### config.mk
export PLATFORM = sky130hd
export DESIGN_NAME = dual_sample_fifo_resample_mixer_unit
export DESIGN_NICKNAME = d
export VERILOG_FILES = /design/src/hdl/dsfrm_pkg.sv /design/src/hdl/dual_sample_fifo_resample_mixer_unit.sv /design/src/hdl/dsfrm_front.sv /design/src/hdl/dsfrm_chan.sv /design/src/hdl/dsfrm_back.sv
export SDC_FILE = /design/constraint.sdc
export NUM_CORES = 1
export LEC_CHECK = 0
export BUFFER_PORTS_ARGS = -buffer_cell sky130_fd_sc_hd__buf_2
export CAP_MARGIN = 20
export CORE_AREA = 2 2 318 320
export CTS_CLUSTER_SIZE = 24
export DETAILED_ROUTE_END_ITERATION = 7
export DIE_AREA = 0 0 320 322
export MAX_ROUTING_LAYER = met4
export PLACE_DENSITY_LB_ADDON = 0.05
export SLEW_MARGIN = 0
export SYNTH_ARGS = -nofsm -noshare
export SYNTH_HDL_FRONTEND = slang
export SYNTH_SLANG_ARGS = --single-unit
### constraint.sdc
create_clock -name clock -period 13.5 [get_ports clock]
set_input_delay 1.35 -clock clock [delete_from_list [all_inputs] [get_ports clock]]
set_output_delay 1.35 -clock clock [all_outputs]
set_load 0.05 [all_outputs]
### src/hdl/dsfrm_pkg.sv
`timescale 1ns / 1ps
// Shared types and constants for the dual sample FIFO mixer.
// No dependencies; every other file in hdl/ refers to this package by scoped names.

package dsfrm_pkg;

   // Phase accumulator, unsigned fixed point with 16 fraction bits
   localparam int STEP_W  = 18;
   localparam int PHASE_W = 19;
   localparam int FRAC_W  = 16;
   localparam logic [PHASE_W-1:0] PHASE_ONE  = 19'd65536;
   localparam logic [STEP_W-1:0]  STEP_RESET = 18'd44739;

   // Scaling and mixing
   localparam int PROD_W     = 23;
   localparam int MIX_W      = 18;
   localparam int SHIFT_FULL = 8;
   localparam int SHIFT_HALF = 9;
   localparam logic signed [15:0]      SCALE_MUL = 16'sd22932;
   localparam logic signed [MIX_W-1:0] MIX_LIMIT = 18'sd32760;

   // Bits of sound_control
   localparam int CTL_FULL_A  = 2;
   localparam int CTL_FULL_B  = 3;
   localparam int CTL_A_RIGHT = 8;
   localparam int CTL_A_LEFT  = 9;
   localparam int CTL_B_RIGHT = 12;
   localparam int CTL_B_LEFT  = 13;

   // Request codes on req_type
   localparam logic [2:0] REQ_WRITE_A = 3'd0;
   localparam logic [2:0] REQ_WRITE_B = 3'd1;
   localparam logic [2:0] REQ_RENDER  = 3'd2;
   localparam logic [2:0] REQ_CLEAR_A = 3'd3;
   localparam logic [2:0] REQ_CLEAR_B = 3'd4;

   // Register indexes on the csr port
   localparam int CSR_IDX_W = 2;
   localparam logic [CSR_IDX_W-1:0] CSR_SOUND_CONTROL = 2'd0;
   localparam logic [CSR_IDX_W-1:0] CSR_MASTER_ENABLE = 2'd1;
   localparam logic [CSR_IDX_W-1:0] CSR_RATE_STEP     = 2'd2;

   // Command queue between front and back
   localparam int QUEUE_DEPTH = 2;
   localparam int QPTR_W      = 1;
   localparam int QCNT_W      = 2;

   typedef enum logic [2:0] {
      OP_PUSH_A,
      OP_PUSH_B,
      OP_RENDER,
      OP_CLEAR_A,
      OP_CLEAR_B,
      OP_NOP
   } op_type;

   typedef struct packed {
      op_type             op;
      logic [31:0]        word;
      logic signed [15:0] base_left;
      logic signed [15:0] base_right;
   } cmd_type;

   typedef struct packed {
      logic [15:0]       sound_control;
      logic              master_enable;
   } cfg_type;

   typedef struct packed {
      logic push;
      logic clear;
      logic advance;
      logic latch;
   } chan_ctl_type;

endpackage

### src/hdl/dual_sample_fifo_resample_mixer_unit.sv
`timescale 1ns / 1ps
// Top level of the dual sample FIFO mixer: control registers, front, back and two channels.
// Depends on dsfrm_pkg, dsfrm_front, dsfrm_chan and dsfrm_back.
//
//   Channel   Handshake             Payload
//   -------   -------------------   ----------------------------------------------
//   request   start / busy          req_type, req_word, req_base_left, req_base_right
//   response  rsp_valid (strobe)    rsp_out_left, rsp_out_right, rsp_level_a, rsp_level_b
//   csr       csr_valid / csr_ready csr_index, csr_wdata
//
// Sequence: a write transaction moves through the back end one byte per cycle through the
//   single write port of the channel store; a render with the master enable set runs phase
//   advance with store read, held sample update, multiply, then mix and clamp; reset,
//   unused codes and renders with the master enable clear end in the cycle they are taken.
// The result strobe comes in the cycle after the transaction's last back-end cycle.
// A two-entry command queue lets the requester run ahead; busy rises while it is full.
// Reset (synchronous) empties both FIFOs, sets both phases to 1.0 and loads register defaults.
// The result receiver cannot stall; each strobe lasts exactly one cycle.

module dual_sample_fifo_resample_mixer_unit #(
   parameter int FIFO_DEPTH = 32
) (
   input  logic                                clock,
   input  logic                                reset,
   // request transactions
   input  logic                                start,
   output logic                                busy,
   input  logic [2:0]                          req_type,
   input  logic [31:0]                         req_word,
   input  logic signed [15:0]                  req_base_left,
   input  logic signed [15:0]                  req_base_right,
   // result transactions
   output logic                                rsp_valid,
   output logic signed [15:0]                  rsp_out_left,
   output logic signed [15:0]                  rsp_out_right,
   output logic [5:0]                          rsp_level_a,
   output logic [5:0]                          rsp_level_b,
   // register writes
   input  logic                                csr_valid,
   output logic                                csr_ready,
   input  logic [dsfrm_pkg::CSR_IDX_W-1:0]     csr_index,
   input  logic [31:0]                         csr_wdata
);

   localparam int FILL_W = $clog2(FIFO_DEPTH + 1);

   // control registers
   logic [15:0]                    sound_control_ff, sound_control_in;
   logic                           master_enable_ff, master_enable_in;
   logic [dsfrm_pkg::STEP_W-1:0]   rate_step_ff, rate_step_in;
   dsfrm_pkg::cfg_type             cfg;

   // front to back
   logic                           cmd_valid;
   logic                           cmd_ready;
   dsfrm_pkg::cmd_type             cmd;

   // back to channels
   dsfrm_pkg::chan_ctl_type        ctl_a, ctl_b;
   logic [7:0]                     push_byte;
   logic [FILL_W-1:0]              fill_a, fill_b;
   logic signed [7:0]              held_a, held_b;

   // writes are always taken; an index beyond the list is dropped
   assign csr_ready = 1'b1;

   always_comb begin
      sound_control_in = sound_control_ff;
      master_enable_in = master_enable_ff;
      rate_step_in     = rate_step_ff;
      if (csr_valid && csr_ready) begin
         unique case (csr_index)
            dsfrm_pkg::CSR_SOUND_CONTROL: sound_control_in = csr_wdata[15:0];
            dsfrm_pkg::CSR_MASTER_ENABLE: master_enable_in = csr_wdata[0];
            dsfrm_pkg::CSR_RATE_STEP:     rate_step_in     = csr_wdata[dsfrm_pkg::STEP_W-1:0];
            default: begin
               sound_control_in = sound_control_ff;
            end
         endcase
      end
   end

   always_ff @(posedge clock) begin
      if (reset) begin
         sound_control_ff <= '0;
         master_enable_ff <= 1'b0;
         rate_step_ff     <= dsfrm_pkg::STEP_RESET;
      end else begin
         sound_control_ff <= sound_control_in;
         master_enable_ff <= master_enable_in;
         rate_step_ff     <= rate_step_in;
      end
   end

   always_comb begin
      cfg.sound_control = sound_control_ff;
      cfg.master_enable = master_enable_ff;
   end

   // decode and queue requests
   dsfrm_front u_front (
      .clock          (clock),
      .reset          (reset),
      .start          (start),
      .busy           (busy),
      .req_type       (req_type),
      .req_word       (req_word),
      .req_base_left  (req_base_left),
      .req_base_right (req_base_right),
      .cmd_valid      (cmd_valid),
      .cmd            (cmd),
      .cmd_ready      (cmd_ready)
   );

   // carry out one command at a time
   dsfrm_back u_back (
      .clock     (clock),
      .reset     (reset),
      .cmd_valid (cmd_valid),
      .cmd       (cmd),
      .cmd_ready (cmd_ready),
      .cfg       (cfg),
      .held_a    (held_a),
      .held_b    (held_b),
      .ctl_a     (ctl_a),
      .ctl_b     (ctl_b),
      .push_byte (push_byte),
      .done      (rsp_valid),
      .out_left  (rsp_out_left),
      .out_right (rsp_out_right)
   );

   // sample channels A and B
   dsfrm_chan #(.FIFO_DEPTH(FIFO_DEPTH)) u_chan_a (
      .clock     (clock),
      .reset     (reset),
      .ctl       (ctl_a),
      .push_byte (push_byte),
      .step      (rate_step_ff),
      .fill      (fill_a),
      .held      (held_a)
   );

   dsfrm_chan #(.FIFO_DEPTH(FIFO_DEPTH)) u_chan_b (
      .clock     (clock),
      .reset     (reset),
      .ctl       (ctl_b),
      .push_byte (push_byte),
      .step      (rate_step_ff),
      .fill      (fill_b),
      .held      (held_b)
   );

   // fill counts only move at the end of a back-end cycle, so during the strobe they
   // already show the state after the finished transaction; report the low six bits
   assign rsp_level_a = 6'(fill_a);
   assign rsp_level_b = 6'(fill_b);

endmodule

### src/hdl/dsfrm_front.sv
`timescale 1ns / 1ps
// Front end: takes request transactions, decodes them into commands and queues them.
// Depends on dsfrm_pkg.

module dsfrm_front (
   input  logic                 clock,
   input  logic                 reset,
   input  logic                 start,
   output logic                 busy,
   input  logic [2:0]           req_type,
   input  logic [31:0]          req_word,
   input  logic signed [15:0]   req_base_left,
   input  logic signed [15:0]   req_base_right,
   output logic                 cmd_valid,
   output dsfrm_pkg::cmd_type   cmd,
   input  logic                 cmd_ready
);

   dsfrm_pkg::cmd_type queue_ff [dsfrm_pkg::QUEUE_DEPTH];
   dsfrm_pkg::cmd_type entry;
   logic [dsfrm_pkg::QCNT_W-1:0] count_ff, count_in;
   logic [dsfrm_pkg::QPTR_W-1:0] wr_ff, wr_in, rd_ff, rd_in;
   logic accept;
   logic pop;

   assign busy      = (count_ff == dsfrm_pkg::QCNT_W'(dsfrm_pkg::QUEUE_DEPTH));
   assign accept    = start && !busy;
   assign cmd_valid = (count_ff != '0);
   assign pop       = cmd_valid && cmd_ready;
   assign cmd       = queue_ff[rd_ff];

   // classify the request
   always_comb begin
      entry.word       = req_word;
      entry.base_left  = req_base_left;
      entry.base_right = req_base_right;
      unique case (req_type)
         dsfrm_pkg::REQ_WRITE_A: entry.op = dsfrm_pkg::OP_PUSH_A;
         dsfrm_pkg::REQ_WRITE_B: entry.op = dsfrm_pkg::OP_PUSH_B;
         dsfrm_pkg::REQ_RENDER:  entry.op = dsfrm_pkg::OP_RENDER;
         dsfrm_pkg::REQ_CLEAR_A: entry.op = dsfrm_pkg::OP_CLEAR_A;
         dsfrm_pkg::REQ_CLEAR_B: entry.op = dsfrm_pkg::OP_CLEAR_B;
         default:                entry.op = dsfrm_pkg::OP_NOP;
      endcase
   end

   always_comb begin
      wr_in    = accept ? wr_ff + dsfrm_pkg::QPTR_W'(1) : wr_ff;
      rd_in    = pop ? rd_ff + dsfrm_pkg::QPTR_W'(1) : rd_ff;
      count_in = count_ff + dsfrm_pkg::QCNT_W'(accept) - dsfrm_pkg::QCNT_W'(pop);
   end

   always_ff @(posedge clock) begin
      if (accept) begin
         queue_ff[wr_ff] <= entry;
      end
   end

   always_ff @(posedge clock) begin
      if (reset) begin
         count_ff <= '0;
         wr_ff    <= '0;
         rd_ff    <= '0;
      end else begin
         count_ff <= count_in;
         wr_ff    <= wr_in;
         rd_ff    <= rd_in;
      end
   end

endmodule

### src/hdl/dsfrm_chan.sv
`timescale 1ns / 1ps
// One sample channel: byte store, pointers, fill count, phase accumulator and held sample.
// Depends on dsfrm_pkg; instantiated twice by the top level.

module dsfrm_chan #(
   parameter int FIFO_DEPTH = 32
) (
   input  logic                              clock,
   input  logic                              reset,
   input  dsfrm_pkg::chan_ctl_type           ctl,
   input  logic [7:0]                        push_byte,
   input  logic [dsfrm_pkg::STEP_W-1:0]      step,
   output logic [$clog2(FIFO_DEPTH + 1)-1:0] fill,
   output logic signed [7:0]                 held
);

   localparam int PTR_W  = $clog2(FIFO_DEPTH);
   localparam int FILL_W = $clog2(FIFO_DEPTH + 1);
   localparam int PW1    = PTR_W + 1;
   localparam logic [PW1-1:0]    DEPTH_P = PW1'(FIFO_DEPTH);
   localparam logic [FILL_W-1:0] DEPTH_F = FILL_W'(FIFO_DEPTH);
   localparam logic [PTR_W-1:0]  LAST_P  = PTR_W'(FIFO_DEPTH - 1);

   logic [7:0] store_ff [FIFO_DEPTH];
   logic [7:0] rdata_ff;

   logic [PTR_W-1:0] rd_ff, rd_in, wr_ff, wr_in, raddr;
   logic [FILL_W-1:0] fill_ff, fill_in;
   logic [dsfrm_pkg::PHASE_W-1:0] phase_ff, phase_in, phase_sum;
   logic signed [7:0] held_ff, held_in;
   logic upd_ff, upd_in, zero_ff, zero_in;
   logic [2:0] n_pops, n_take, n_back;
   logic short;
   logic we;
   logic [PW1-1:0] rd_sum, ra_sum;

   assign fill = fill_ff;
   assign held = held_ff;

   always_comb begin
      phase_sum = phase_ff + dsfrm_pkg::PHASE_W'(step);
      n_pops    = (step != '0) ? phase_sum[dsfrm_pkg::PHASE_W-1:dsfrm_pkg::FRAC_W] : 3'd0;
      short     = fill_ff < FILL_W'(n_pops);
      // pop what is there when the phase passes more units than are held
      n_take    = short ? 3'(fill_ff) : n_pops;
      n_back    = (n_pops != 3'd0) ? n_pops - 3'd1 : 3'd0;
      rd_sum    = {1'b0, rd_ff} + PW1'(n_take);
      ra_sum    = {1'b0, rd_ff} + PW1'(n_back);
      if (rd_sum >= DEPTH_P) begin
         rd_sum = rd_sum - DEPTH_P;
      end
      if (ra_sum >= DEPTH_P) begin
         ra_sum = ra_sum - DEPTH_P;
      end
      // only the last sample popped is kept
      raddr = ra_sum[PTR_W-1:0];
      we    = ctl.push && (fill_ff < DEPTH_F);
   end

   always_comb begin
      rd_in    = rd_ff;
      wr_in    = wr_ff;
      fill_in  = fill_ff;
      phase_in = phase_ff;
      held_in  = held_ff;
      upd_in   = upd_ff;
      zero_in  = zero_ff;
      priority if (ctl.clear) begin
         rd_in    = '0;
         wr_in    = '0;
         fill_in  = '0;
         phase_in = dsfrm_pkg::PHASE_ONE;
         held_in  = '0;
         upd_in   = 1'b0;
      end else if (ctl.push) begin
         if (we) begin
            wr_in   = (wr_ff == LAST_P) ? '0 : wr_ff + PTR_W'(1);
            fill_in = fill_ff + FILL_W'(1);
         end
      end else if (ctl.advance) begin
         if (step != '0) begin
            phase_in = {3'b000, phase_sum[dsfrm_pkg::FRAC_W-1:0]};
         end
         rd_in   = rd_sum[PTR_W-1:0];
         fill_in = fill_ff - FILL_W'(n_take);
         upd_in  = (n_pops != 3'd0);
         zero_in = short;
      end else if (ctl.latch) begin
         if (upd_ff) begin
            held_in = zero_ff ? 8'sd0 : $signed(rdata_ff);
         end
         upd_in = 1'b0;
      end
   end

   always_ff @(posedge clock) begin
      if (we) begin
         store_ff[wr_ff] <= push_byte;
      end
      rdata_ff <= store_ff[raddr];
   end

   always_ff @(posedge clock) begin
      if (reset) begin
         rd_ff    <= '0;
         wr_ff    <= '0;
         fill_ff  <= '0;
         phase_ff <= dsfrm_pkg::PHASE_ONE;
         held_ff  <= '0;
         upd_ff   <= 1'b0;
         zero_ff  <= 1'b0;
      end else begin
         rd_ff    <= rd_in;
         wr_ff    <= wr_in;
         fill_ff  <= fill_in;
         phase_ff <= phase_in;
         held_ff  <= held_in;
         upd_ff   <= upd_in;
         zero_ff  <= zero_in;
      end
   end

   a_fill_bound: assert property (@(posedge clock) disable iff (reset)
      fill_ff <= DEPTH_F)
      else $error("channel fill count beyond depth");

   a_phase_wrap: assert property (@(posedge clock) disable iff (reset)
      (ctl.advance && !ctl.clear && step != '0) |=> (phase_ff < dsfrm_pkg::PHASE_ONE))
      else $error("phase not below one after advance");

   a_push_count: assert property (@(posedge clock) disable iff (reset)
      (ctl.push && !ctl.clear && fill_ff < DEPTH_F) |=>
         (fill_ff == $past(fill_ff) + FILL_W'(1)))
      else $error("push into a non-full channel lost a byte");

endmodule

### src/hdl/dsfrm_back.sv
`timescale 1ns / 1ps
// Back end: sequences each queued command over the channels, scales and mixes renders.
// Depends on dsfrm_pkg; drives the channel controls and the result strobe.

module dsfrm_back (
   input  logic                     clock,
   input  logic                     reset,
   input  logic                     cmd_valid,
   input  dsfrm_pkg::cmd_type       cmd,
   output logic                     cmd_ready,
   input  dsfrm_pkg::cfg_type       cfg,
   input  logic signed [7:0]        held_a,
   input  logic signed [7:0]        held_b,
   output dsfrm_pkg::chan_ctl_type  ctl_a,
   output dsfrm_pkg::chan_ctl_type  ctl_b,
   output logic [7:0]               push_byte,
   output logic                     done,
   output logic signed [15:0]       out_left,
   output logic signed [15:0]       out_right
);

   typedef enum logic [4:0] {
      S_IDLE  = 5'b00001,
      S_PUSH  = 5'b00010,
      S_HOLD  = 5'b00100,
      S_SCALE = 5'b01000,
      S_MIX   = 5'b10000
   } back_state_type;

   back_state_type state_ff, state_in;
   dsfrm_pkg::cmd_type cmd_ff;
   logic [1:0] byte_ff, byte_in, byte_sel;
   logic [31:0] src_word;
   logic done_ff, done_in;
   logic signed [15:0] out_left_ff, out_left_in, out_right_ff, out_right_in;
   logic signed [dsfrm_pkg::PROD_W-1:0] prod_a_ff, prod_a_in, prod_b_ff, prod_b_in;
   logic signed [dsfrm_pkg::MIX_W-1:0] da, db, sum_l, sum_r;
   logic take;
   logic push_a_now, push_b_now;

   function automatic logic signed [15:0] clamp_mix(input logic signed [dsfrm_pkg::MIX_W-1:0] v);
      logic signed [dsfrm_pkg::MIX_W-1:0] r;
      r = v;
      if (v > dsfrm_pkg::MIX_LIMIT) begin
         r = dsfrm_pkg::MIX_LIMIT;
      end else if (v < -dsfrm_pkg::MIX_LIMIT) begin
         r = -dsfrm_pkg::MIX_LIMIT;
      end
      return 16'(r);
   endfunction

   assign cmd_ready = (state_ff == S_IDLE);
   assign take      = cmd_valid && cmd_ready;
   assign done      = done_ff;
   assign out_left  = out_left_ff;
   assign out_right = out_right_ff;

   // byte lane: low byte on the take cycle, the rest from the latched word
   always_comb begin
      src_word   = take ? cmd.word : cmd_ff.word;
      byte_sel   = take ? 2'd0 : byte_ff;
      push_byte  = 8'(src_word >> {byte_sel, 3'b000});
      push_a_now = (take && cmd.op == dsfrm_pkg::OP_PUSH_A) ||
                   (state_ff == S_PUSH && cmd_ff.op == dsfrm_pkg::OP_PUSH_A);
      push_b_now = (take && cmd.op == dsfrm_pkg::OP_PUSH_B) ||
                   (state_ff == S_PUSH && cmd_ff.op == dsfrm_pkg::OP_PUSH_B);
   end

   always_comb begin
      ctl_a.push    = push_a_now;
      ctl_a.clear   = take && cmd.op == dsfrm_pkg::OP_CLEAR_A;
      ctl_a.advance = take && cmd.op == dsfrm_pkg::OP_RENDER && cfg.master_enable;
      ctl_a.latch   = (state_ff == S_HOLD);
      ctl_b.push    = push_b_now;
      ctl_b.clear   = take && cmd.op == dsfrm_pkg::OP_CLEAR_B;
      ctl_b.advance = take && cmd.op == dsfrm_pkg::OP_RENDER && cfg.master_enable;
      ctl_b.latch   = (state_ff == S_HOLD);
   end

   // scale, route and sum
   always_comb begin
      da = cfg.sound_control[dsfrm_pkg::CTL_FULL_A] ?
           dsfrm_pkg::MIX_W'(prod_a_ff >>> dsfrm_pkg::SHIFT_FULL) :
           dsfrm_pkg::MIX_W'(prod_a_ff >>> dsfrm_pkg::SHIFT_HALF);
      db = cfg.sound_control[dsfrm_pkg::CTL_FULL_B] ?
           dsfrm_pkg::MIX_W'(prod_b_ff >>> dsfrm_pkg::SHIFT_FULL) :
           dsfrm_pkg::MIX_W'(prod_b_ff >>> dsfrm_pkg::SHIFT_HALF);
      sum_l = dsfrm_pkg::MIX_W'(cmd_ff.base_left);
      sum_r = dsfrm_pkg::MIX_W'(cmd_ff.base_right);
      if (cfg.sound_control[dsfrm_pkg::CTL_A_LEFT]) begin
         sum_l = sum_l + da;
      end
      if (cfg.sound_control[dsfrm_pkg::CTL_A_RIGHT]) begin
         sum_r = sum_r + da;
      end
      if (cfg.sound_control[dsfrm_pkg::CTL_B_LEFT]) begin
         sum_l = sum_l + db;
      end
      if (cfg.sound_control[dsfrm_pkg::CTL_B_RIGHT]) begin
         sum_r = sum_r + db;
      end
   end

   always_comb begin
      state_in     = state_ff;
      byte_in      = byte_ff;
      done_in      = 1'b0;
      out_left_in  = out_left_ff;
      out_right_in = out_right_ff;
      prod_a_in    = prod_a_ff;
      prod_b_in    = prod_b_ff;
      unique case (state_ff)
         S_IDLE: begin
            if (take) begin
               unique case (cmd.op)
                  dsfrm_pkg::OP_PUSH_A, dsfrm_pkg::OP_PUSH_B: begin
                     state_in = S_PUSH;
                     byte_in  = 2'd1;
                  end
                  dsfrm_pkg::OP_RENDER: begin
                     if (cfg.master_enable) begin
                        state_in = S_HOLD;
                     end else begin
                        done_in      = 1'b1;
                        out_left_in  = cmd.base_left;
                        out_right_in = cmd.base_right;
                     end
                  end
                  default: begin
                     done_in      = 1'b1;
                     out_left_in  = '0;
                     out_right_in = '0;
                  end
               endcase
            end
         end
         S_PUSH: begin
            byte_in = byte_ff + 2'd1;
            if (byte_ff == 2'd3) begin
               state_in     = S_IDLE;
               done_in      = 1'b1;
               out_left_in  = '0;
               out_right_in = '0;
            end
         end
         S_HOLD: begin
            state_in = S_SCALE;
         end
         S_SCALE: begin
            prod_a_in = dsfrm_pkg::PROD_W'(held_a) * dsfrm_pkg::PROD_W'(dsfrm_pkg::SCALE_MUL);
            prod_b_in = dsfrm_pkg::PROD_W'(held_b) * dsfrm_pkg::PROD_W'(dsfrm_pkg::SCALE_MUL);
            state_in  = S_MIX;
         end
         S_MIX: begin
            out_left_in  = clamp_mix(sum_l);
            out_right_in = clamp_mix(sum_r);
            done_in      = 1'b1;
            state_in     = S_IDLE;
         end
         default: begin
            state_in = S_IDLE;
         end
      endcase
   end

   always_ff @(posedge clock) begin
      if (take) begin
         cmd_ff <= cmd;
      end
      prod_a_ff    <= prod_a_in;
      prod_b_ff    <= prod_b_in;
      out_left_ff  <= out_left_in;
      out_right_ff <= out_right_in;
   end

   always_ff @(posedge clock) begin
      if (reset) begin
         state_ff <= S_IDLE;
         byte_ff  <= '0;
         done_ff  <= 1'b0;
      end else begin
         state_ff <= state_in;
         byte_ff  <= byte_in;
         done_ff  <= done_in;
      end
   end

   a_long_done: assert property (@(posedge clock) disable iff (reset)
      (take && (cmd.op == dsfrm_pkg::OP_PUSH_A || cmd.op == dsfrm_pkg::OP_PUSH_B ||
                (cmd.op == dsfrm_pkg::OP_RENDER && cfg.master_enable))) |-> ##4 done_ff)
      else $error("write or render did not finish in four cycles");

   a_short_done: assert property (@(posedge clock) disable iff (reset)
      (take && (cmd.op == dsfrm_pkg::OP_CLEAR_A || cmd.op == dsfrm_pkg::OP_CLEAR_B ||
                cmd.op == dsfrm_pkg::OP_NOP ||
                (cmd.op == dsfrm_pkg::OP_RENDER && !cfg.master_enable))) |=> done_ff)
      else $error("single-cycle command did not finish");

   a_done_idle: assert property (@(posedge clock) disable iff (reset)
      done_ff |-> (state_ff == S_IDLE))
      else $error("result strobe while a command is still in progress");

endmodule
# Word level (Yosys, flattened, before mapping)
# Memory sizes are Yosys's and may differ from the RTL's. A register that Yosys moved wholly into a read port is not among the register bits.
# Index checks and enable logic that the tools add are counted.
[word_totals] ff_bits=272 ram_bits=646 memories=3
[op_classes] n_addsub=27 multipliers=2 magnitude_cmp=12 eq_ne=29 shift=1 mux=66 bitwise=5 n_reduce_logical=51
[mem_list] memory="u_chan_a.store_ff" words=32 width=8 read_ports=1 rd_clocked_by_memory_dff=1 write_ports=1 line="dsfrm_chan.sv:24" source="logic [7:0] store_ff [FIFO_DEPTH];"
[mem_list] memory="u_chan_b.store_ff" words=32 width=8 read_ports=1 rd_clocked_by_memory_dff=1 write_ports=1 line="dsfrm_chan.sv:24"
[mem_list] memory="u_front.queue_ff" words=2 width=67 read_ports=1 rd_clocked_by_memory_dff=1 write_ports=1 line="dsfrm_front.sv:19" source="dsfrm_pkg::cmd_type queue_ff [dsfrm_pkg::QUEUE_DEPTH];"
[ops] cell="$mux W16" n=9
[ops] cell="$pmux W16 S3" n=2
[ops] cell="$mux W18" n=4
[ops] cell="$pmux W16 S2" n=2
[ops] cell="$mux W5" n=9
[ops] cell="$mul A8 B14 Y21 const B" n=2
[ops] cell="$add A17 B18 Y19" n=2
[ops] cell="$add A18 B15 Y18" n=2
[ops] cell="$gt A18 B16 Y1 const B" n=2
[ops] cell="$lt A18 B16 Y1 const B" n=2
[ops] cell="$mux W6" n=6
[ops] cell="$add A16 B15 Y17" n=2
[ops] cell="$mux W32" n=1
[ops] cell="$shr A32 B5 Y8" n=1
[ops] cell="$mux W14" n=2
[ops] cell="$add A5 B3 Y6" n=4
[ops] cell="$ge A6 B6 Y1 const B" n=4
[ops] cell="$reduce_and A2 Y1" n=11
[ops] cell="$pmux W5 S4" n=1
[ops] cell="$sub A5 B1 Y5 const B" n=4
[ops] cell="$mux W3" n=6
[ops] cell="$reduce_bool A18 Y1" n=1
[ops] cell="$mux W8" n=2
[ops] cell="$eq A5 B5 Y1 const B" n=3
[ops] cell="41 further kinds" n=109

# Logic depth before layout (Yosys ltp)
# Gate-level depths: netlist of run 1.
[depth] word_depth=9 ltp_mapped=30

# Modules after synthesis
# From an unflattened synthesis of run 1, not the netlist that was laid out.
[hier_totals] hier_cells=3403 area_unflattened_um2=46513.4
[modules_own_cells] mod="dsfrm_back" instances=1 cells_per_inst=1377 area_each_um2=13432.9
[modules_own_cells] mod="dsfrm_chan (u_chan_a)" instances=1 cells_per_inst=826 area_each_um2=13292.7
[modules_own_cells] mod="dsfrm_chan (u_chan_b)" instances=1 cells_per_inst=813 area_each_um2=13178.9
[modules_own_cells] mod="dsfrm_front" instances=1 cells_per_inst=238 area_each_um2=5088.6
[modules_own_cells] mod="dual_sample_fifo_resample_mixer_unit" instances=1 cells_per_inst=149 area_each_um2=1520.2

# Least setup slack after synthesis of run 1
# No wires, ideal clock.
[synth_timing] path_type="reg2reg" startpoint="register sound_control_ff[2]" endpoint="register u_back.out_left_ff[3], in the netlist u_back.out_left[3] (data pin)" setup_time_ps=267 t_arrival_ps=5522 required_time_ps=13233 path_slack_ps=7711 stages_incl_launch_ff=23 path_buffers=2 synth_period_minus_slack_ps=5789 cell_sequence="dfxtp_1 -> clkbuf_1 -> clkbuf_1 -> mux2_2 -> ha_1 -> fa_1 -> a211oi_2 -> o211ai_1 -> a41oi_1 -> xnor2_1 -> mux2_2 -> ha_1 -> nand2_1 -> o21ai_0 -> a2111oi_1 -> o31ai_1 -> a21o_1 -> a21oi_1 -> xnor2_1 -> o311a_1 -> a41o_1 -> a2111oi_0 -> o21ai_0"
[synth_via] elab_chain_len=9 elab_cells_between_ends=10 classes_between="2 x add/sub; 2 x order compare; 6 x mux"
[synth_rtl] element="start: declaration" line="dual_sample_fifo_resample_mixer_unit.sv:48" source="logic [15:0] sound_control_ff, sound_control_in;"
[synth_rtl] element="start signal: assignment" line="dual_sample_fifo_resample_mixer_unit.sv:89" source="sound_control_ff <= sound_control_in;"
[synth_rtl] element="$mux W14 *" line="dsfrm_back.sv:82" source="da = cfg.sound_control[dsfrm_pkg::CTL_FULL_A] ?"
[synth_rtl] element="$add A16 B15 Y17 *" line="dsfrm_back.sv:91" source="sum_l = sum_l + da;"
[synth_rtl] element="$mux W18 *" line="dsfrm_back.sv:90" source="if (cfg.sound_control[dsfrm_pkg::CTL_A_LEFT]) begin"
[synth_rtl] element="$add A18 B15 Y18" line="dsfrm_back.sv:97" source="sum_l = sum_l + db;"
[synth_rtl] element="$mux W18 *" line="dsfrm_back.sv:96" source="if (cfg.sound_control[dsfrm_pkg::CTL_B_LEFT]) begin"
[synth_rtl] element="$lt A18 B16 Y1" line="dsfrm_back.sv:46" source="end else if (v < -dsfrm_pkg::MIX_LIMIT) begin"
[synth_rtl] element="$mux W16" line="dsfrm_back.sv:46"
[synth_rtl] element="$mux W16 *" line="dsfrm_back.sv:44" source="if (v > dsfrm_pkg::MIX_LIMIT) begin"
[synth_rtl] element="$pmux W16 S3 *" line="dsfrm_back.sv:112" source="unique case (state_ff)"
[synth_rtl] element="named net u_back.out_left_in[3]" line="dsfrm_back.sv:35" source="logic signed [15:0] out_left_ff, out_left_in, out_right_ff, out_right_in;"
[synth_rtl] element="end signal: assignment" line="dsfrm_back.sv:172" source="out_left_ff <= out_left_in;"
[synth_rtl] element="end: declaration" line="dsfrm_back.sv:35"
# The timed path passes the listed nets; every way through them passes the cells marked *.
# A chain may end at the register's enable or synchronous reset.

# Worst setup path after layout of run 1
[layout_timing] startpoint="register sound_control_ff[2]" endpoint="register u_back.out_right_ff[2], in the netlist u_back.out_right[2] (data pin)"
[layout_via] elab_chain_len=9 elab_cells_between_ends=10 classes_between="2 x add/sub; 2 x order compare; 6 x mux"
[layout_rtl] element="$mux W14 *" line="dsfrm_back.sv:82"
[layout_rtl] element="$add A16 B15 Y17 *" line="dsfrm_back.sv:94" source="sum_r = sum_r + da;"
[layout_rtl] element="$mux W18 *" line="dsfrm_back.sv:93" source="if (cfg.sound_control[dsfrm_pkg::CTL_A_RIGHT]) begin"
[layout_rtl] element="$add A18 B15 Y18" line="dsfrm_back.sv:100" source="sum_r = sum_r + db;"
[layout_rtl] element="$mux W18 *" line="dsfrm_back.sv:99" source="if (cfg.sound_control[dsfrm_pkg::CTL_B_RIGHT]) begin"
[layout_rtl] element="$lt A18 B16 Y1" line="dsfrm_back.sv:46"
[layout_rtl] element="$mux W16" line="dsfrm_back.sv:46"
[layout_rtl] element="$mux W16 *" line="dsfrm_back.sv:44"
[layout_rtl] element="$pmux W16 S3 *" line="dsfrm_back.sv:112"
[layout_rtl] element="named net u_back.out_right_in[2]" line="dsfrm_back.sv:35"
[layout_rtl] element="end signal: assignment" line="dsfrm_back.sv:173" source="out_right_ff <= out_right_in;"
[layout_rtl] element="end: declaration" line="dsfrm_back.sv:35"
# Marked as above.

==> results_dict.tcl, run 1 <==
set metrics [dict create \
    drt_iter0_drc 1988 \
    fp-row-count 116 \
    cts_tree "built" \
    cp_max_fo 15 \
    synthTopCellsByArea "edfxtp_1, mux4_2, ha_1" \
    cts_setup_buffers 0 \
    p_sw_w 0.00305 \
    wl_met1_mm 45.2 \
    clock_latency_ps 690 \
    firstDrtPassIters 7 \
    syn-num-nets 3604 \
    synth_top_area_cell "edfxtp_1" \
    boundaryPins 152 \
    core-area_sq_mm 0.0996 \
    hold_violations 0 \
    grt_pass1_vias 27100 \
    syn2layout_area_growth_pct 12.8 \
    rr_worst_depth 18 \
    synth_cell_types 83 \
    setup_slack_ps 6600 \
    power_frac_seq 0.430 \
    clk_pin_slew_ps 60 \
    pwr-share-clk 0.295 \
    clk_path_buf_depth 3 \
    r2r_end "u_back.out_right[2]" \
    fmax_mhz 145 \
    finClkSkew_ps 35.5 \
    post-route-period-util 0.511 \
    cts-buffers-inserted 99 \
    wl_met3_mm 3.64 \
    intPower_w 0.00630 \
    worst_hold_path_type "reg -> reg" \
    max_cap_violations 0 \
    reg2reg_slack_ps 6600 \
    synthTopCellsByCount "edfxtp_1, nor2_1, ha_1" \
    routabilityCongestion 0.866 \
    io_buffer_count 136 \
    nets 3774 \
    routedWlPerCell_um 21.7 \
    tightest_slew_ps 1070 \
    vias 26600 \
    critPathKind "reg -> reg" \
    clock-root-buffer "clkbuf_16" \
    min_from "u_chan_a.phase_ff[16]" \
    syn_area_sq_mm 0.0446 \
    die_y_um 322 \
    top_layer "met4" \
    synthArstFlopShare 0 \
    ctsResizeCount 0 \
    grt_max_degree 74 \
    arrival_ps 7300 \
    dpl_worst_slack_ps 6760 \
    totalWireLength_mm 103 \
    grt-ovfl-total 0 \
    hpwl_mm 71.0 \
    fin_crit_ps 6900 \
    crit_path_start_kind "flop" \
    ys_seq_elements 915 \
    vias_per_cell 5.59 \
    wl_met2_mm 51.6 \
    start_util 0.448 \
    synthCells 3202 \
    htree_num_levels 3 \
    antenna_left 0 \
    cts_sinks 915 \
    yosysMostFrequentCell "edfxtp_1" \
    rsz0062_at_grt "no" \
    drc 0 \
    p_leak_nw 18.5 \
    irDropWorstVdd_mv 0.142 \
    synth_edf_count 775 \
    grt_first_pass_wirelength_mm 160 \
    worst_ep_required_time_ps 13900 \
    antennaDiodeCount 0 \
    whs_path_depth 1 \
    max_slew_margin 0.286 \
    cp-end-kind "flop" \
    hold_buffers 0 \
    ys_seq_area_frac 0.584 \
    hold_end "u_chan_a.phase_ff[16]" \
    comb_power_share 0.276 \
    die-area_sq_mm 0.103 \
    grt_antenna_before_repair 0 \
    switching_share 0.326 \
    grtUsageTotal 0.208 \
    setup-tns-final_ps 0 \
    finalSetupViolations 0 \
    synth_top_area_frac 0.521 \
    ys.flop_type "edfxtp_1" \
    avgSynthCellArea_sq_um 13.9 \
    drive_gt1_frac 0.194 \
    ys.warnings.count 0 \
    status "finished clean" \
    slew_violations 0 \
    power_density_mw_per_mm2 186 \
    die_w_um 320 \
    r2r_start "sound_control_ff[2]" \
]
-- worst max-delay path, cell delays in order (launching register included) --
cell     delay, ps
dfxtp_1        690
mux2_2         480
ha_1           390
o21ai_0        150
o21a_1         240
nor4_1         770
nor3_1         120
o31ai_1        390
ha_1           330
and3_1         180
and3_1         220
or4b_1         560
and4_1         240
nor3_1         380
and2_1         190
nand4_1         90
a21oi_1        850
or2_1          260
o21ai_0         90
-- per-stage QoR --
step,total power (W),util,hold WS (ps),area (sq um),instances
6_report,0.00934,0.506,456,50300,4754
5_1_grt,0.00980,0.506,476,50300,4754
4_1_cts,0.00943,0.504,457,50200,4749
3_5_place_dp,0.00665,0.471,447,46900,4564
3_3_place_gp,0.00656,0.471,442,46900,4564
2_1_floorplan,0.00576,-,431,44600,3202
-- registers in the layout, summed over array words and instances, names as in the netlist, 16 cells and up, named ones only --
| signal | flops |
|---|---|
| u_chan_b.store_ff | 256 |
| u_back.out_left | 16 |
| u_front.queue_ff | 134 |
| u_chan_a.phase_ff | 17 |
| rate_step_ff | 18 |
| u_chan_a.store_ff | 256 |
| u_back.out_right | 16 |
| u_chan_b.phase_ff | 17 |
| u_back.cmd_ff | 67 |
-- cell families (layout without fill, tap and decap cells) --
group | Yosys count | in the layout | synth area share
flops | 915 | 915 | 0.584
simple gates | 770 | 770 | 0.0820
compound gates | 521 | 521 | 0.0748
mux | 334 | 334 | 0.126
fa+ha+maj | 297 | 297 | 0.0923
buf+inv | 276 | 530 | 0.0233
xor+xnor | 88 | 88 | 0.0173
other cells | 1 | 1 | 0.0000840
-- cell usage in the layout, fill, tap and decap left out, drive strengths merged, types with 140 or more instances in the layout --
cell type,instances
edfxtp,775
nor2,260
ha,243
nand2,203
buf,176
a21oi,172
inv,170
mux4,168
mux2,140
dfxtp,140
-- power by group through the flow --
stage          Combinational [W]  Clock (W)  Sequential [W]
6_report                 0.00258    0.00275         0.00401
5_1_grt                  0.00282    0.00294         0.00404
4_1_cts                  0.00257    0.00283         0.00403
3_5_place_dp             0.00256          0         0.00408
3_3_place_gp             0.00248          0         0.00408
2_1_floorplan            0.00156          0         0.00420
-- how the worst max path moves through the flow --
stage | depth (start not counted) | to | slack [ps] | from
finish | 18 | u_back.out_right[2] | 6600 | sound_control_ff[2]
global route | 18 | u_back.out_right[0] | 6150 | sound_control_ff[2]
CTS | 18 | u_back.out_right[2] | 6700 | sound_control_ff[2]
detailed placement | 18 | u_back.out_right[2] | 6760 | sound_control_ff[2]
global placement | 20 | u_back.out_left[3] | 6820 | sound_control_ff[2]
floorplan | 22 | u_back.out_left[3] | 7710 | sound_control_ff[2]
-- final cells by class --
class	count	area (sq um)
inverter	169	636
multi-input combinational	2011	17600
fill	8402	49200
clock inverter	62	718
clock buffer	123	2630
tap	1298	1620
timing repair buffer	176	1060
sequential	915	26100
-- per-layer routing --
layer | vias to the layer above | global-route usage
met5 | - | -
met4 | 0 | 0.0637
met3 | 164 | 0.0285
met2 | 462 | 0.350
met1 | 13400 | 0.262
li1 | 12500 | -
No activity file was read; power rests on OpenSTA's default activity.
==> run 2: changes to the inputs <==
--- a/config.mk
+++ b/config.mk
@@ -5,12 +5,13 @@
 export SDC_FILE = /design/constraint.sdc
 export NUM_CORES = 1
 export LEC_CHECK = 0
+export ABC_AREA = 1
 export BUFFER_PORTS_ARGS = -buffer_cell sky130_fd_sc_hd__buf_2
 export CAP_MARGIN = 20
-export CORE_AREA = 2 2 318 320
+export CORE_AREA = 2 2 325 327
 export CTS_CLUSTER_SIZE = 24
 export DETAILED_ROUTE_END_ITERATION = 7
-export DIE_AREA = 0 0 320 322
+export DIE_AREA = 0 0 327 329
 export MAX_ROUTING_LAYER = met4
 export PLACE_DENSITY_LB_ADDON = 0.05
 export SLEW_MARGIN = 0
==> constraint.sdc (replaced) <==
create_clock -name clock -period 7.1 [get_ports clock]
set_input_delay 0.71 -clock clock [delete_from_list [all_inputs] [get_ports clock]]
set_output_delay 0.71 -clock clock [all_outputs]
set_load 0.05 [all_outputs]
==> run 2 against run 1 <==
Sequential power is 87% higher; critical path type unchanged; cell area grew 3.3%; cell count grew 30%; clock skew fell by 7.0 ps; synthesized area increased by 4.0%.
==> results_dict.tcl, run 2 <==
set metrics [dict create \
    status "finished clean" \
    synth_compound_area_frac 0.105 \
    rsz0062_at_grt "no" \
    vias_per_cell 5.22 \
    yosysMostFrequentCell "nand2_1" \
    synthSimpleGateAreaFrac 0.170 \
    crit_chain "o21ai_0 -> ha_1 -> fa_1 -> nand4_1 -> nand2_1 -> or2_1 -> nand2_1 -> nand2_1 -> nand2_1 -> inv_1 -> ha_1 -> a21oi_2 -> o21ai_0 -> nand2_1 -> nand3_1 -> a21boi_2 -> o21ai_0 -> nand2_1 -> inv_1 -> o21ai_0 -> nand2_1 -> nand2_2 -> nand2_1 -> o21ai_0" \
    totalWireLength_mm 119 \
    synth_top_family_by_area "simple AND/OR/NAND/NOR gates" \
    final_util 0.498 \
    syn2layout_area_growth_pct 11.9 \
    fin_crit_ps 5590 \
    worst_hold_path_type "in -> reg" \
    synth_edf_count 775 \
    syn-num-nets 5027 \
    max_slew_margin 0.273 \
    grt_pass1_vias 31400 \
    mostFrequentLayoutCells "nand2_1, edfxtp_1, nor2_1" \
    slew_violations 0 \
    fp-row-count 119 \
    syn_area_sq_mm 0.0464 \
    worst-path-buf-inv 2 \
    core-area_sq_mm 0.104 \
    die-area_sq_mm 0.108 \
    setup-tns-final_ps 0 \
    io_buffer_count 136 \
    routedWlPerCell_um 19.2 \
    cts_tree "built" \
    cts-buffers-inserted 100 \
    avgSynthCellArea_sq_um 10.0 \
    fmax_mhz 179 \
    firstDrtPassIters 6 \
    antenna_left 0 \
    finalSetupViolations 0 \
    top_regs "u_chan_a.store_ff (256), u_chan_b.store_ff (256), u_front.queue_ff (134)" \
    tightest_slew_ps 1090 \
    cts_setup_buffers 0 \
    ctsResizeCount 0 \
    nets 5125 \
    hold_buffers 0 \
    clock_latency_ps 690 \
    final_common_cell "nand2_1" \
    cts_sinks 915 \
    worst_ep_required_time_ps 7510 \
    clk_path_buf_depth 3 \
    max_cap_violations 0 \
    grt_first_pass_wirelength_mm 184 \
    synth_cell_types 63 \
    synthCells 4625 \
    synth_xor_area_frac 0.0157 \
    cp_common_cell "nand2_1" \
    vias 32400 \
    cp_slowest_stage_delay_ps 840 \
    synthMuxAreaShare 0.00819 \
    synth_top_area_frac 0.501 \
    drive_gt1_frac 0.101 \
    start_util 0.445 \
    p_leak_nw 21.1 \
    crit_path_start_kind "flop" \
    grt_antenna_before_repair 3 \
    grtUsageTotal 0.228 \
    cp_max_fo 29 \
    boundaryPins 152 \
    clk_pin_slew_ps 70 \
    synthArstFlopShare 0 \
    finClkSkew_ps 28.6 \
    synthAdderAreaFrac 0.0887 \
    routabilityCongestion 0.895 \
    htree_num_levels 3 \
    critPathKind "reg -> reg" \
    die_w_um 327 \
    path_delay_family "compound AO/OA/AOI/OAI gates" \
    grt-ovfl-total 0 \
    post-route-period-util 0.787 \
    synthTopCellsByArea "edfxtp_1, nand2_1, ha_1" \
    clock-root-buffer "clkbuf_16" \
    synthTopCellsByCount "nand2_1, edfxtp_1, nor2_1" \
    ys.warnings.count 0 \
    cp_slowest_cell "dfxtp_1" \
    die_y_um 329 \
    grt_max_degree 83 \
    ys_seq_area_frac 0.561 \
    drc 0 \
    synth_top_area_cell "edfxtp_1" \
    ys.flop_type "edfxtp_1" \
    arrival_ps 6000 \
    hold_violations 0 \
    irDropWorstVdd_mv 0.304 \
    hpwl_mm 80.6 \
    power_density_mw_per_mm2 356 \
    ys_seq_elements 915 \
    cp-end-kind "flop" \
    drt_iter0_drc 2509 \
]
run 2: power breakdown:
group	leakage [nW]	internal (W)	switching, W
sequential	8.19	0.00726	0.000251
clock	1.63	0.00307	0.00218
combinational	11.3	0.00155	0.00419
total	21.1	0.0119	0.00662
run 2: area by class of cell:
cell class	count	area, sq um
Clock inverter	56	531
Fill cell	9659	52400
Antenna cell	4	10.0
Sequential cell	915	26100
Tap cell	1391	1740
Clock buffer	131	2800
Inverter	426	1600
Multi-Input combinational cell	3103	18200
Timing Repair Buffer	177	1050
run 2: kinds of logic (layout without fill, tap and decap cells):
family          count (synthesis)  in the layout
fa+ha+maj                     297            297
compound gates                782            782
mux                            34             34
xor+xnor                       83             83
flops                         915            915
simple gates                 1906           1906
buf+inv                       607            790
other cells                     1              5
run 2: worst reg2reg max path, cell delays in order (launching register included):
cell and delay [ps]:
dfxtp_1 840, o21ai_0 460, ha_1 350, fa_1 440, nand4_1 130, nand2_1 120, or2_1 220, nand2_1 80
nand2_1 70, nand2_1 120, inv_1 50, ha_1 340, a21oi_2 220, o21ai_0 130, nand2_1 100, nand3_1 110
a21boi_2 230, o21ai_0 130, nand2_1 70, inv_1 30, o21ai_0 150, nand2_1 140, nand2_2 230, nand2_1 120
o21ai_0 450
run 2: metrics by stage:
stage          setup slack (ps)  hold WS (ps)  power, W  area [sq um]  std cells
5_1_grt                     772           173    0.0196         52000       6200
3_5_place_dp               1460           433    0.0134         48600       6012
3_3_place_gp               1490           428    0.0134         48600       6010
2_1_floorplan               509           422    0.0115         46400       4625
4_1_cts                    1400           161    0.0187         52000       6199
6_report                   1510           215    0.0185         52000       6203
run 2: path summary, 6_finish.rpt:
kind              slack [ps]  cells after the start           startpoint                      to
setup / recovery        1510                     24  sound_control_ff[2]     u_back.out_right[0]
hold / removal           210                      1    req_base_right[0]  u_front.queue_ff[0][0]
setup reg to reg        1510                     24  sound_control_ff[2]     u_back.out_right[0]
hold reg to reg          450                      1        u_front.rd_ff                    flop
run 2: layer usage:
layer  global-route usage  wire, um  part of all wire
met4               0.0613      3200             0.027
met5                    -         0                 0
met3               0.0322      5480             0.046
met2                0.364     54900              0.46
met1                0.305     55200              0.46
